<file path="src/rtl/eihp_pkg.sv">
// ----------------------------------------------------------------------------
// Header parser package
// Shared types and constants of the Ethernet, IPv4 and layer-4 header parser.
// ----------------------------------------------------------------------------
package eihp_pkg;

  localparam int unsigned LengthBitsDefault = 16;
  localparam int unsigned QueueDepth        = 2;

  localparam logic [7:0]  EthHdrLen     = 8'd14;
  localparam logic [15:0] EtherTypeIpv4 = 16'h0800;
  localparam logic [7:0]  ProtoTcp      = 8'd6;
  localparam logic [7:0]  ProtoUdp      = 8'd17;
  localparam logic [3:0]  IpVersion4    = 4'd4;
  localparam logic [3:0]  MinWords      = 4'd5;
  localparam logic [16:0] CountClip     = 17'h1FFFF;

  typedef enum logic [2:0] {
    ResInvalid = 3'd0,
    ResNonIp   = 3'd1,
    ResTcp     = 3'd2,
    ResUdp     = 3'd3,
    ResOther   = 3'd4
  } result_code_e;

  typedef struct packed {
    logic [16:0] frame_cnt;
    logic [47:0] dest_mac;
    logic [47:0] source_mac;
    logic [15:0] ether_type;
    logic [7:0]  ver_ihl;
    logic [15:0] ip_total_len;
    logic [7:0]  ttl;
    logic [7:0]  proto;
    logic [31:0] source_ip;
    logic [31:0] dest_ip;
    logic [15:0] source_port;
    logic [15:0] dest_port;
    logic [31:0] l4_word1;
    logic [31:0] l4_word2;
    logic [31:0] l4_word3;
  } snap_t;

  typedef struct packed {
    logic        pad;
    logic [39:0] ack_and_flags;
    logic [31:0] seq_or_udp_len;
    logic [15:0] dest_port;
    logic [15:0] source_port;
    logic [31:0] dest_ip;
    logic [31:0] source_ip;
    logic [35:0] ip_fields;
    logic [15:0] ether_type;
    logic [47:0] source_mac;
    logic [47:0] dest_mac;
    logic [15:0] frame_length;
    logic [2:0]  result_code;
  } result_t;

  localparam int unsigned ResultW = $bits(result_t);

endpackage

</file>
<file path="src/rtl/eihp_front.sv">
// ----------------------------------------------------------------------------
// Header parser front end
// Counts frame bytes and captures header fields; hands a snapshot of the
// captured headers to the queue on the last byte of each frame.
// ----------------------------------------------------------------------------
module eihp_front #(
  parameter int unsigned LengthBits = eihp_pkg::LengthBitsDefault
) (
  input  logic                clk_i,
  input  logic                rst_ni,
  input  logic                byte_valid_i,
  output logic                byte_ready_o,
  input  logic [7:0]          data_byte_i,
  input  logic                last_byte_i,
  output logic                snap_valid_o,
  input  logic                snap_ready_i,
  output eihp_pkg::snap_t     snap_o
);

  localparam int unsigned CntW = (LengthBits > 17) ? LengthBits : 17;

  logic [LengthBits-1:0] cnt_q, cnt_d, cnt_inc;
  logic [47:0] dmac_q, dmac_d, smac_q, smac_d;
  logic [15:0] etype_q, etype_d, tlen_q, tlen_d;
  logic [7:0]  ver_ihl_q, ver_ihl_d, ttl_q, ttl_d, proto_q, proto_d;
  logic [31:0] sip_q, sip_d, dip_q, dip_d;
  logic [15:0] sport_q, sport_d, dport_q, dport_d;
  logic [31:0] w1_q, w1_d, w2_q, w2_d, w3_q, w3_d;

  logic           accept;
  logic           pos_small;
  logic [7:0]     pos8, rel_ip, l4off, rel_l4;
  logic           l4_hit;
  logic [CntW-1:0] cnt_ext;

  assign byte_ready_o = snap_ready_i;
  assign accept       = byte_valid_i && snap_ready_i;
  assign snap_valid_o = accept && last_byte_i;

  assign cnt_inc   = (cnt_q != '1) ? cnt_q + 1'b1 : cnt_q;
  assign cnt_ext   = CntW'(cnt_inc);
  assign pos_small = (cnt_q[LengthBits-1:8] == '0);
  assign pos8      = cnt_q[7:0];
  assign rel_ip    = pos8 - eihp_pkg::EthHdrLen;
  assign l4off     = eihp_pkg::EthHdrLen + {2'b00, ver_ihl_q[3:0], 2'b00};
  assign rel_l4    = pos8 - l4off;
  assign l4_hit    = pos_small && (pos8 > eihp_pkg::EthHdrLen) && (pos8 >= l4off) &&
                     (rel_l4 < 8'd16);

  always_comb begin
    cnt_d     = cnt_q;
    dmac_d    = dmac_q;
    smac_d    = smac_q;
    etype_d   = etype_q;
    ver_ihl_d = ver_ihl_q;
    tlen_d    = tlen_q;
    ttl_d     = ttl_q;
    proto_d   = proto_q;
    sip_d     = sip_q;
    dip_d     = dip_q;
    sport_d   = sport_q;
    dport_d   = dport_q;
    w1_d      = w1_q;
    w2_d      = w2_q;
    w3_d      = w3_q;

    if (accept) begin
      cnt_d = cnt_inc;
      if (pos_small) begin
        if (pos8 < 8'd6) begin
          dmac_d = {dmac_q[39:0], data_byte_i};
        end else if (pos8 < 8'd12) begin
          smac_d = {smac_q[39:0], data_byte_i};
        end else if (pos8 < 8'd14) begin
          etype_d = {etype_q[7:0], data_byte_i};
        end else if (pos8 < 8'd34) begin
          case (rel_ip)
            8'd0:    ver_ihl_d = data_byte_i;
            8'd2:    tlen_d = {data_byte_i, tlen_q[7:0]};
            8'd3:    tlen_d = {tlen_q[15:8], data_byte_i};
            8'd8:    ttl_d = data_byte_i;
            8'd9:    proto_d = data_byte_i;
            default: begin
              if (rel_ip >= 8'd12 && rel_ip < 8'd16) begin
                sip_d = {sip_q[23:0], data_byte_i};
              end else if (rel_ip >= 8'd16) begin
                dip_d = {dip_q[23:0], data_byte_i};
              end
            end
          endcase
        end
      end
      if (l4_hit) begin
        case (rel_l4[3:2])
          2'd0: begin
            if (rel_l4[1] == 1'b0) begin
              sport_d = {sport_q[7:0], data_byte_i};
            end else begin
              dport_d = {dport_q[7:0], data_byte_i};
            end
          end
          2'd1:    w1_d = {w1_q[23:0], data_byte_i};
          2'd2:    w2_d = {w2_q[23:0], data_byte_i};
          default: w3_d = {w3_q[23:0], data_byte_i};
        endcase
      end
    end

    snap_o.frame_cnt    = (cnt_ext > CntW'(eihp_pkg::CountClip)) ? eihp_pkg::CountClip
                                                                  : cnt_ext[16:0];
    snap_o.dest_mac     = dmac_d;
    snap_o.source_mac   = smac_d;
    snap_o.ether_type   = etype_d;
    snap_o.ver_ihl      = ver_ihl_d;
    snap_o.ip_total_len = tlen_d;
    snap_o.ttl          = ttl_d;
    snap_o.proto        = proto_d;
    snap_o.source_ip    = sip_d;
    snap_o.dest_ip      = dip_d;
    snap_o.source_port  = sport_d;
    snap_o.dest_port    = dport_d;
    snap_o.l4_word1     = w1_d;
    snap_o.l4_word2     = w2_d;
    snap_o.l4_word3     = w3_d;

    if (accept && last_byte_i) begin
      cnt_d     = '0;
      dmac_d    = '0;
      smac_d    = '0;
      etype_d   = '0;
      ver_ihl_d = '0;
      tlen_d    = '0;
      ttl_d     = '0;
      proto_d   = '0;
      sip_d     = '0;
      dip_d     = '0;
      sport_d   = '0;
      dport_d   = '0;
      w1_d      = '0;
      w2_d      = '0;
      w3_d      = '0;
    end
  end

  always_ff @(posedge clk_i or negedge rst_ni) begin
    if (!rst_ni) begin
      cnt_q     <= '0;
      dmac_q    <= '0;
      smac_q    <= '0;
      etype_q   <= '0;
      ver_ihl_q <= '0;
      tlen_q    <= '0;
      ttl_q     <= '0;
      proto_q   <= '0;
      sip_q     <= '0;
      dip_q     <= '0;
      sport_q   <= '0;
      dport_q   <= '0;
      w1_q      <= '0;
      w2_q      <= '0;
      w3_q      <= '0;
    end else begin
      cnt_q     <= cnt_d;
      dmac_q    <= dmac_d;
      smac_q    <= smac_d;
      etype_q   <= etype_d;
      ver_ihl_q <= ver_ihl_d;
      tlen_q    <= tlen_d;
      ttl_q     <= ttl_d;
      proto_q   <= proto_d;
      sip_q     <= sip_d;
      dip_q     <= dip_d;
      sport_q   <= sport_d;
      dport_q   <= dport_d;
      w1_q      <= w1_d;
      w2_q      <= w2_d;
      w3_q      <= w3_d;
    end
  end

endmodule

</file>
<file path="src/rtl/eihp_queue.sv">
// ----------------------------------------------------------------------------
// Header parser snapshot queue
// Short first-in first-out queue of header snapshots between the front end
// and the checking back end.
// ----------------------------------------------------------------------------
module eihp_queue (
  input  logic            clk_i,
  input  logic            rst_ni,
  input  logic            in_valid_i,
  output logic            in_ready_o,
  input  eihp_pkg::snap_t in_snap_i,
  output logic            out_valid_o,
  input  logic            out_ready_i,
  output eihp_pkg::snap_t out_snap_o
);

  localparam int unsigned Depth = eihp_pkg::QueueDepth;
  localparam int unsigned PtrW  = (Depth > 1) ? $clog2(Depth) : 1;
  localparam int unsigned CntW  = $clog2(Depth + 1);

  eihp_pkg::snap_t entry_q [Depth];
  logic [PtrW-1:0] wr_ptr_q, wr_ptr_d, rd_ptr_q, rd_ptr_d;
  logic [CntW-1:0] count_q, count_d;
  logic            push, pop;

  assign in_ready_o  = (count_q != CntW'(Depth));
  assign out_valid_o = (count_q != '0);
  assign push        = in_valid_i && in_ready_o;
  assign pop         = out_ready_i && out_valid_o;
  assign out_snap_o  = entry_q[rd_ptr_q];

  always_comb begin
    wr_ptr_d = wr_ptr_q;
    rd_ptr_d = rd_ptr_q;
    count_d  = count_q;
    if (push) begin
      wr_ptr_d = (wr_ptr_q == PtrW'(Depth - 1)) ? '0 : wr_ptr_q + 1'b1;
    end
    if (pop) begin
      rd_ptr_d = (rd_ptr_q == PtrW'(Depth - 1)) ? '0 : rd_ptr_q + 1'b1;
    end
    if (push && !pop) begin
      count_d = count_q + 1'b1;
    end else if (pop && !push) begin
      count_d = count_q - 1'b1;
    end
  end

  always_ff @(posedge clk_i or negedge rst_ni) begin
    if (!rst_ni) begin
      wr_ptr_q <= '0;
      rd_ptr_q <= '0;
      count_q  <= '0;
    end else begin
      wr_ptr_q <= wr_ptr_d;
      rd_ptr_q <= rd_ptr_d;
      count_q  <= count_d;
    end
  end

  always_ff @(posedge clk_i) begin
    if (push) begin
      entry_q[wr_ptr_q] <= in_snap_i;
    end
  end

  a_count_bound: assert property (@(posedge clk_i) disable iff (!rst_ni)
    count_q <= CntW'(Depth))
    else $error("Queue fill count exceeds its depth.");

  a_count_up: assert property (@(posedge clk_i) disable iff (!rst_ni)
    (push && !pop) |=> (count_q == $past(count_q) + 1'b1))
    else $error("Queue fill count did not rise on a lone push.");

  a_count_down: assert property (@(posedge clk_i) disable iff (!rst_ni)
    (pop && !push) |=> (count_q == $past(count_q) - 1'b1))
    else $error("Queue fill count did not fall on a lone pop.");

endmodule

</file>
<file path="src/rtl/eihp_back.sv">
// ----------------------------------------------------------------------------
// Header parser back end
// Runs the length and format checks on a header snapshot and holds the
// result in the output register until the receiver takes it.
// ----------------------------------------------------------------------------
module eihp_back (
  input  logic              clk_i,
  input  logic              rst_ni,
  input  logic              snap_valid_i,
  output logic              snap_ready_o,
  input  eihp_pkg::snap_t   snap_i,
  output logic              res_valid_o,
  input  logic              res_ready_i,
  output eihp_pkg::result_t res_o
);

  eihp_pkg::result_t res_q, res_d;
  logic              res_valid_q;
  logic              load;

  logic [3:0]  ihl, doff;
  logic [5:0]  hdr;
  logic [16:0] n;
  logic [15:0] pay, ulen;
  logic        ip_bad, tcp_bad, udp_bad, bad;

  assign snap_ready_o = !res_valid_q || res_ready_i;
  assign load         = snap_valid_i && snap_ready_o;
  assign res_valid_o  = res_valid_q;
  assign res_o        = res_q;

  assign n    = snap_i.frame_cnt;
  assign ihl  = snap_i.ver_ihl[3:0];
  assign hdr  = {ihl, 2'b00};
  assign pay  = snap_i.ip_total_len - 16'(hdr);
  assign doff = snap_i.l4_word3[31:28];
  assign ulen = snap_i.l4_word1[31:16];

  assign ip_bad = (n < 17'd34) || (snap_i.ver_ihl[7:4] != eihp_pkg::IpVersion4) ||
                  (ihl < eihp_pkg::MinWords) ||
                  (17'(hdr) + 17'(eihp_pkg::EthHdrLen) > n) ||
                  (17'(snap_i.ip_total_len) + 17'(eihp_pkg::EthHdrLen) > n) ||
                  (snap_i.ip_total_len < 16'(hdr));
  assign tcp_bad = (pay < 16'd20) || (doff < eihp_pkg::MinWords) ||
                   (16'({doff, 2'b00}) > pay);
  assign udp_bad = (pay < 16'd8) || (ulen < 16'd8) || (ulen > pay);

  always_comb begin
    res_d = '0;
    bad   = 1'b0;
    if (n < 17'(eihp_pkg::EthHdrLen)) begin
      bad = 1'b1;
    end else begin
      res_d.frame_length = n[16] ? 16'hFFFF : n[15:0];
      res_d.dest_mac     = snap_i.dest_mac;
      res_d.source_mac   = snap_i.source_mac;
      res_d.ether_type   = snap_i.ether_type;
      if (snap_i.ether_type != eihp_pkg::EtherTypeIpv4) begin
        res_d.result_code = eihp_pkg::ResNonIp;
      end else if (ip_bad) begin
        bad = 1'b1;
      end else begin
        res_d.ip_fields = {ihl, snap_i.ttl, snap_i.proto, snap_i.ip_total_len};
        res_d.source_ip = snap_i.source_ip;
        res_d.dest_ip   = snap_i.dest_ip;
        if (snap_i.proto == eihp_pkg::ProtoTcp) begin
          bad                  = tcp_bad;
          res_d.result_code    = eihp_pkg::ResTcp;
          res_d.source_port    = snap_i.source_port;
          res_d.dest_port      = snap_i.dest_port;
          res_d.seq_or_udp_len = snap_i.l4_word1;
          res_d.ack_and_flags  = {snap_i.l4_word2, snap_i.l4_word3[23:16]};
        end else if (snap_i.proto == eihp_pkg::ProtoUdp) begin
          bad                  = udp_bad;
          res_d.result_code    = eihp_pkg::ResUdp;
          res_d.source_port    = snap_i.source_port;
          res_d.dest_port      = snap_i.dest_port;
          res_d.seq_or_udp_len = 32'(ulen);
        end else begin
          res_d.result_code = eihp_pkg::ResOther;
        end
      end
    end
    if (bad) begin
      res_d = '0;
    end
  end

  always_ff @(posedge clk_i or negedge rst_ni) begin
    if (!rst_ni) begin
      res_valid_q <= 1'b0;
    end else if (snap_ready_o) begin
      res_valid_q <= snap_valid_i;
    end
  end

  always_ff @(posedge clk_i) begin
    if (load) begin
      res_q <= res_d;
    end
  end

  a_invalid_zero: assert property (@(posedge clk_i) disable iff (!rst_ni)
    (res_valid_q && (res_q.result_code == eihp_pkg::ResInvalid)) |->
    (res_q[eihp_pkg::ResultW-1:3] == '0))
    else $error("An invalid result carries non-zero fields.");

endmodule

</file>
<file path="src/rtl/eth_ipv4_l4_header_parser.sv">
// ----------------------------------------------------------------------------
// Ethernet, IPv4 and TCP/UDP header parser
// Takes a frame one byte per item and returns one header summary per frame.
// ----------------------------------------------------------------------------
// The slave channel carries one frame byte per item in wire order, with tlast
// on the final byte of the frame. The master channel carries one result item
// per frame: the result code, the saturated frame length, the Ethernet fields
// and, for IPv4 frames that pass every check, the IP and TCP or UDP fields.
// A frame that fails a check gives a result of all zeros.
// Bytes are taken at one per cycle while tready is high. A frame's result is
// registered in the snapshot queue and then in the output register once its
// last byte is accepted; a new frame may start in the cycle after that byte.
// Between the byte front end and the checking back end sits a two-entry queue
// of header snapshots, and the result sits in an output register. While the
// receiver stalls, bytes keep flowing until the queue holds two finished
// frames; tready then falls until the receiver takes a result.
// Reset clears the byte counter, the capture registers, the queue and the
// output valid flag; the block is ready for bytes in the first cycle after.
// ----------------------------------------------------------------------------
module eth_ipv4_l4_header_parser #(
  parameter int unsigned LENGTH_BITS = eihp_pkg::LengthBitsDefault
) (
  input  logic                         clk_i,
  input  logic                         rst_ni,
  input  logic                         s_axis_tvalid_i,
  output logic                         s_axis_tready_o,
  input  logic [7:0]                   s_axis_tdata_i,  // data_byte
  input  logic                         s_axis_tlast_i,  // last_byte
  output logic                         m_axis_tvalid_o,
  input  logic                         m_axis_tready_i,
  // result_code, frame_length, dest_mac, source_mac, ether_type, ip_fields,
  // source_ip, dest_ip, source_port, dest_port, seq_or_udp_len,
  // ack_and_flags, one zero pad bit
  output logic [eihp_pkg::ResultW-1:0] m_axis_tdata_o
);

  eihp_pkg::snap_t   front_snap, queue_snap;
  eihp_pkg::result_t result;
  logic              front_valid, front_ready, queue_valid, queue_ready;

  eihp_front #(
    .LengthBits (LENGTH_BITS)
  ) u_front (
    .clk_i        (clk_i),
    .rst_ni       (rst_ni),
    .byte_valid_i (s_axis_tvalid_i),
    .byte_ready_o (s_axis_tready_o),
    .data_byte_i  (s_axis_tdata_i),
    .last_byte_i  (s_axis_tlast_i),
    .snap_valid_o (front_valid),
    .snap_ready_i (front_ready),
    .snap_o       (front_snap)
  );

  eihp_queue u_queue (
    .clk_i       (clk_i),
    .rst_ni      (rst_ni),
    .in_valid_i  (front_valid),
    .in_ready_o  (front_ready),
    .in_snap_i   (front_snap),
    .out_valid_o (queue_valid),
    .out_ready_i (queue_ready),
    .out_snap_o  (queue_snap)
  );

  eihp_back u_back (
    .clk_i        (clk_i),
    .rst_ni       (rst_ni),
    .snap_valid_i (queue_valid),
    .snap_ready_o (queue_ready),
    .snap_i       (queue_snap),
    .res_valid_o  (m_axis_tvalid_o),
    .res_ready_i  (m_axis_tready_i),
    .res_o        (result)
  );

  assign m_axis_tdata_o = result;

endmodule

</file>
<file path="config.mk">
export PLATFORM = sky130hd
export DESIGN_NAME = eth_ipv4_l4_header_parser
export DESIGN_NICKNAME = d
export VERILOG_FILES = /design/src/rtl/eihp_pkg.sv /design/src/rtl/eihp_front.sv /design/src/rtl/eihp_queue.sv /design/src/rtl/eihp_back.sv /design/src/rtl/eth_ipv4_l4_header_parser.sv
export SDC_FILE = /design/constraint.sdc
export NUM_CORES = 2
export LEC_CHECK = 0
export BUFFER_PORTS_ARGS = -buffer_cell sky130_fd_sc_hd__buf_2
export CORE_UTILIZATION = 35
export CTS_CLUSTER_DIAMETER = 30
export DETAILED_ROUTE_END_ITERATION = 16
export HOLD_SLACK_MARGIN = 0.15
export MAX_ROUTING_LAYER = met4
export PLACE_DENSITY_LB_ADDON = 0.3
export SYNTH_ARGS = -nofsm -noshare
export SYNTH_HDL_FRONTEND = slang
export SYNTH_SLANG_ARGS = --single-unit
</file>
<file path="constraint.sdc">
create_clock -name clk_i -period 18.4 [get_ports clk_i]
set_clock_uncertainty 0.15 [all_clocks]
set_input_delay 3.68 -clock clk_i [delete_from_list [all_inputs] [get_ports clk_i]]
set_output_delay 3.68 -clock clk_i [all_outputs]
set_load 0.01 [all_outputs]
</file>
==> out/summary.md <==
## STA
* 0 ns — Post-Route Setup TNS
* 0 — count of final hold-check violations
* 25.4% — normalized max-slew margin
* 0 — total setup violations reported at the end of the flow
* 1.11 ns — actual slew at the worst max-slew pin
* 0 — Pins Over Slew Limit
* 131 MHz — Peak Freq
* 0.339 ns — Post-Route Hold Slack
* false — RSZ-0062 raised after global routing
* 41.5% — period utilisation layout
* 7.64 ns — Tmin final

## GRT
* 149 — pin count of the biggest net entering global routing
* 197000 µm — first-pass GRT wire length
* 17.1% — All-Layer GR Usage
* 31700 — via count of the first global-routing pass
* met2 — Most Used Layer, Global Route
* 7 — number of antenna violations at the first check in global routing
* 0 — residual overflow from global routing
* 3.82% — met3 track demand over resource in global routing
* 26.1% — met2 Use GR
* 22.4% — GR met1 Demand/Resource

## Yosys
* edfxtp_1 — cell taking the most area after synthesis
* 26.2% — fraction of registers with async set/reset
* edfxtp_1, dfrtp_1, mux2i_1 — dominant cells by area after synthesis
* 0 — synth warn
* 3650 — gate count of the mapped netlist
* 1376 — synthesis-stage register bit count
* 77 — distinct cell type count after synthesis
* 55.4% — top-area cell type share of the netlist area
* 3724 — synthesized netlist net count
* 15.1 µm² — Post-Syn Area per Cell
* 0.0550 mm² — netlist area before placement
* edfxtp_1 — Main synth FF type
* 71.9% — fraction of the yosys area taken by sequential cells
* 1015 — EDFF count, synth

## Cells and area
* 26.6% — share of final-layout standard cells stronger than drive strength 1
* edfxtp_1, dfrtp_1, mux2i_1, buf_2, clkbuf_16 — most frequent cells in the layout
* 4243 — Final Net Count
* 6470 — Cell Count, Final, Fillers Out
* edfxtp_1 — most frequent standard cell in the layout excluding fill and tap cells
* 26.1% — layout overhead on the synthesized area

## Die
* 351 — boundary pin count
* 398 µm — die height
* 0.159 mm² — total die area
* 0.156 mm² — core area
* 145 — Row Count
* 398 µm — die boundary width
* 35.2% — starting utilization of the core area

## Hold path
* reg -> reg — Hold Path Class
* 2 — hold path depth

## Clock network
* 0.05 ns — clock input transition at the sequential cells of the worst setup and hold paths
* yes — CTS tree
* 0 — number of post-CTS setup repair buffers
* 5 — total number of H-tree levels
* 4 — largest buffer count on any clock path
* clkbuf_16 — clock root buffer
* 313 — TritonCTS buffer count
* 0.90 ns — Clk Latency, worst-skew pair
* 0 — quantity of hold-fixing buffers added after cts
* 0 — post-CTS resize count
* 1376 — number of sinks on the clock net

## Drt
* 133000 µm — sum of routed wire length over all layers
* 31100 — via count
* 20.5 µm — routed len/inst
* 0 — antenna-violating nets left
* 4.80 — drt via density
* 0 — remaining routing DRC violations
* 1987 — number of DRC markers after the initial detailed-route iteration
* 6 — first-pass iteration count of the detailed router

## Setup path
* nor2_1 — library cell appearing most often on the critical path
* 17 — reg2reg path depth
* buffers and inverters — dominant delay contributor by cell family on the critical path
* 0.84 ns — maximum single-stage delay on the critical path
* flip-flop — launching element type of the critical path
* buf_12 > mux2i_1 > o21ai_1 > nor2_1 > nand3_1 > nor2_1 > xor2_1 > ha_1 > nand3_1 > a2111oi_0 > nor3b_1 > o32ai_1 > a21oi_1 > nand4_4 > buf_4 > buf_4 > nor2_1 — cell chain of the critical path
* buf_4 — standard cell with the maximum stage delay on the critical path
* 140 — CP max FO
* flip-flop — category of the worst setup path capture point
* reg -> reg — class of the most critical setup path
* 18.81 ns — required time worst endpoint
* 17 — critical path depth
* 8.05 ns — arrival time worst endpoint
* 3 — count of buffering cells on the critical path with inverters included

## Pwr
* 0.0285 µW — reported leakage power
* 0.000145 V — maximum ir drop on the vdd rail
* 171 mW/mm² — pwr dens

## Placement
* 5912 — count of placed standard cells including taps
* 349 — input/output buffers
* 0.823 — RePlAce Congestion
* 80600 µm — estimated wirelength of the detail-placed design

## Outcome
* finished clean — outcome

## Flow run
* 0 — count of max-cap constraint violations

[state kept, by name, indices dropped and copies added, names as in the netlist, 28 cells and up]
signal,cells
u_front.dip_q,32
u_back.res_o,335
u_front.w3_q,28
u_front.dmac_q,48
u_front.w2_q,32
u_queue.entry_q,680
u_front.smac_q,48
u_front.w1_q,32
u_front.sip_q,32
[Yosys cell counts (all sizes together), types with 3 or more instances]
| cell | count |
|---|---|
| and2 | 256 |
| nand3b | 8 |
| nand4b | 4 |
| xnor2 | 30 |
| o31ai | 3 |
| xor2 | 21 |
| o211ai | 3 |
| nor3 | 109 |
| a21o | 6 |
| mux2i | 357 |
| nor3b | 5 |
| nand4 | 25 |
| inv | 43 |
| and3 | 9 |
| o21ai | 49 |
| clkbuf | 112 |
| mux2 | 245 |
| o21a | 9 |
| edfxtp | 1015 |
| a21oi | 133 |
| a22o | 19 |
| dfrtp | 361 |
| nor2 | 304 |
| and4 | 5 |
| nor4b | 5 |
| buf | 80 |
| nand2 | 276 |
| ha | 59 |
| nor4 | 20 |
| nand3 | 20 |
| nor2b | 6 |
| nand2b | 6 |
| a2111oi | 3 |
| a211oi | 3 |
[area by class of cell]
class	count	area, µm²
fill	13900	86700
sequential	1376	39500
multi-input combinational	2038	14500
clock buffer	378	8360
tap	2058	2570
timing repair buffer	396	2130
clock inverter	179	2080
inverter	44	173
antenna	1	2.50
[layer usage]
layer  vias up  wire length, µm
met5         -                0
met2       830            62800
met3       227             7180
li1      14500                -
met4         0             3220
met1     15600            59400
[cells by family (layout without fill, tap and decap cells)]
kind of cell | count (synthesis) | in the layout | synth area share (%)
flip-flops | 1376 | 1376 | 71.9
AND/OR/NAND/NOR | 1068 | 1068 | 9.66
multiplexers | 602 | 602 | 11.5
AO/OA/AOI/OAI | 255 | 255 | 2.79
buffers and inverters | 236 | 997 | 1.93
adder cells (fa/ha/maj) | 61 | 61 | 1.42
XOR/XNOR | 51 | 51 | 0.812
other | 1 | 2 | 0.00682
[report_power, final]
part | leakage (µW) | switching (µW) | internal, µW
sequential | 0.0147 | 228 | 4060
clock | 0.00504 | 1670 | 3760
combinational | 0.00872 | 1390 | 757
total | 0.0285 | 3290 | 8570
[worst paths after layout]
kind,startpoint,endpoint,slack [ns]
max in group asynchronous,rst_ni,u_front.sip_q[17]$_DFF_PN0_,12.55
worst min register to register,u_front.w1_q[15]$_DFF_PN0_,u_front.w1_q[23]$_DFF_PN0_,0.34
worst max register to register,u_queue.rd_ptr_q$_DFFE_PN0P_,u_back.res_o[211]$_SDFFCE_PP0P_,10.76
worst max-delay path,u_queue.rd_ptr_q$_DFFE_PN0P_,u_back.res_o[211]$_SDFFCE_PP0P_,10.76
worst min-delay path,u_front.w1_q[15]$_DFF_PN0_,u_front.w1_q[23]$_DFF_PN0_,0.34
min in group asynchronous,rst_ni,u_front.smac_q[8]$_DFF_PN0_,2.70
[metrics by stage]
| stage | total power (µW) | util, % | area (µm²) | setup slack, ns |
|---|---|---|---|---|
| 2_1_floorplan | 5780 | - | 55000 | 4.49 |
| 3_3_place_gp | 6510 | 37.8 | 58900 | 10.09 |
| 3_5_place_dp | 6530 | 37.8 | 58900 | 10.07 |
| 4_1_cts | 12000 | 44.4 | 69300 | 10.78 |
| 5_1_grt | 12400 | 44.4 | 69300 | 10.07 |
| 6_report | 11900 | 44.4 | 69300 | 10.76 |
[worst register-to-register path, cell delays in order, from the launching register on]
cell and delay (ns):
dfrtp_4 0.82, buf_12 0.70, mux2i_1 0.78, o21ai_1 0.31
nor2_1 0.25, nand3_1 0.16, nor2_1 0.16, xor2_1 0.08
ha_1 0.29, nand3_1 0.13, a2111oi_0 0.32, nor3b_1 0.10
o32ai_1 0.27, a21oi_1 0.30, nand4_4 0.55, buf_4 0.84
buf_4 0.89, nor2_1 0.25
(Power assumes the default switching activity.)
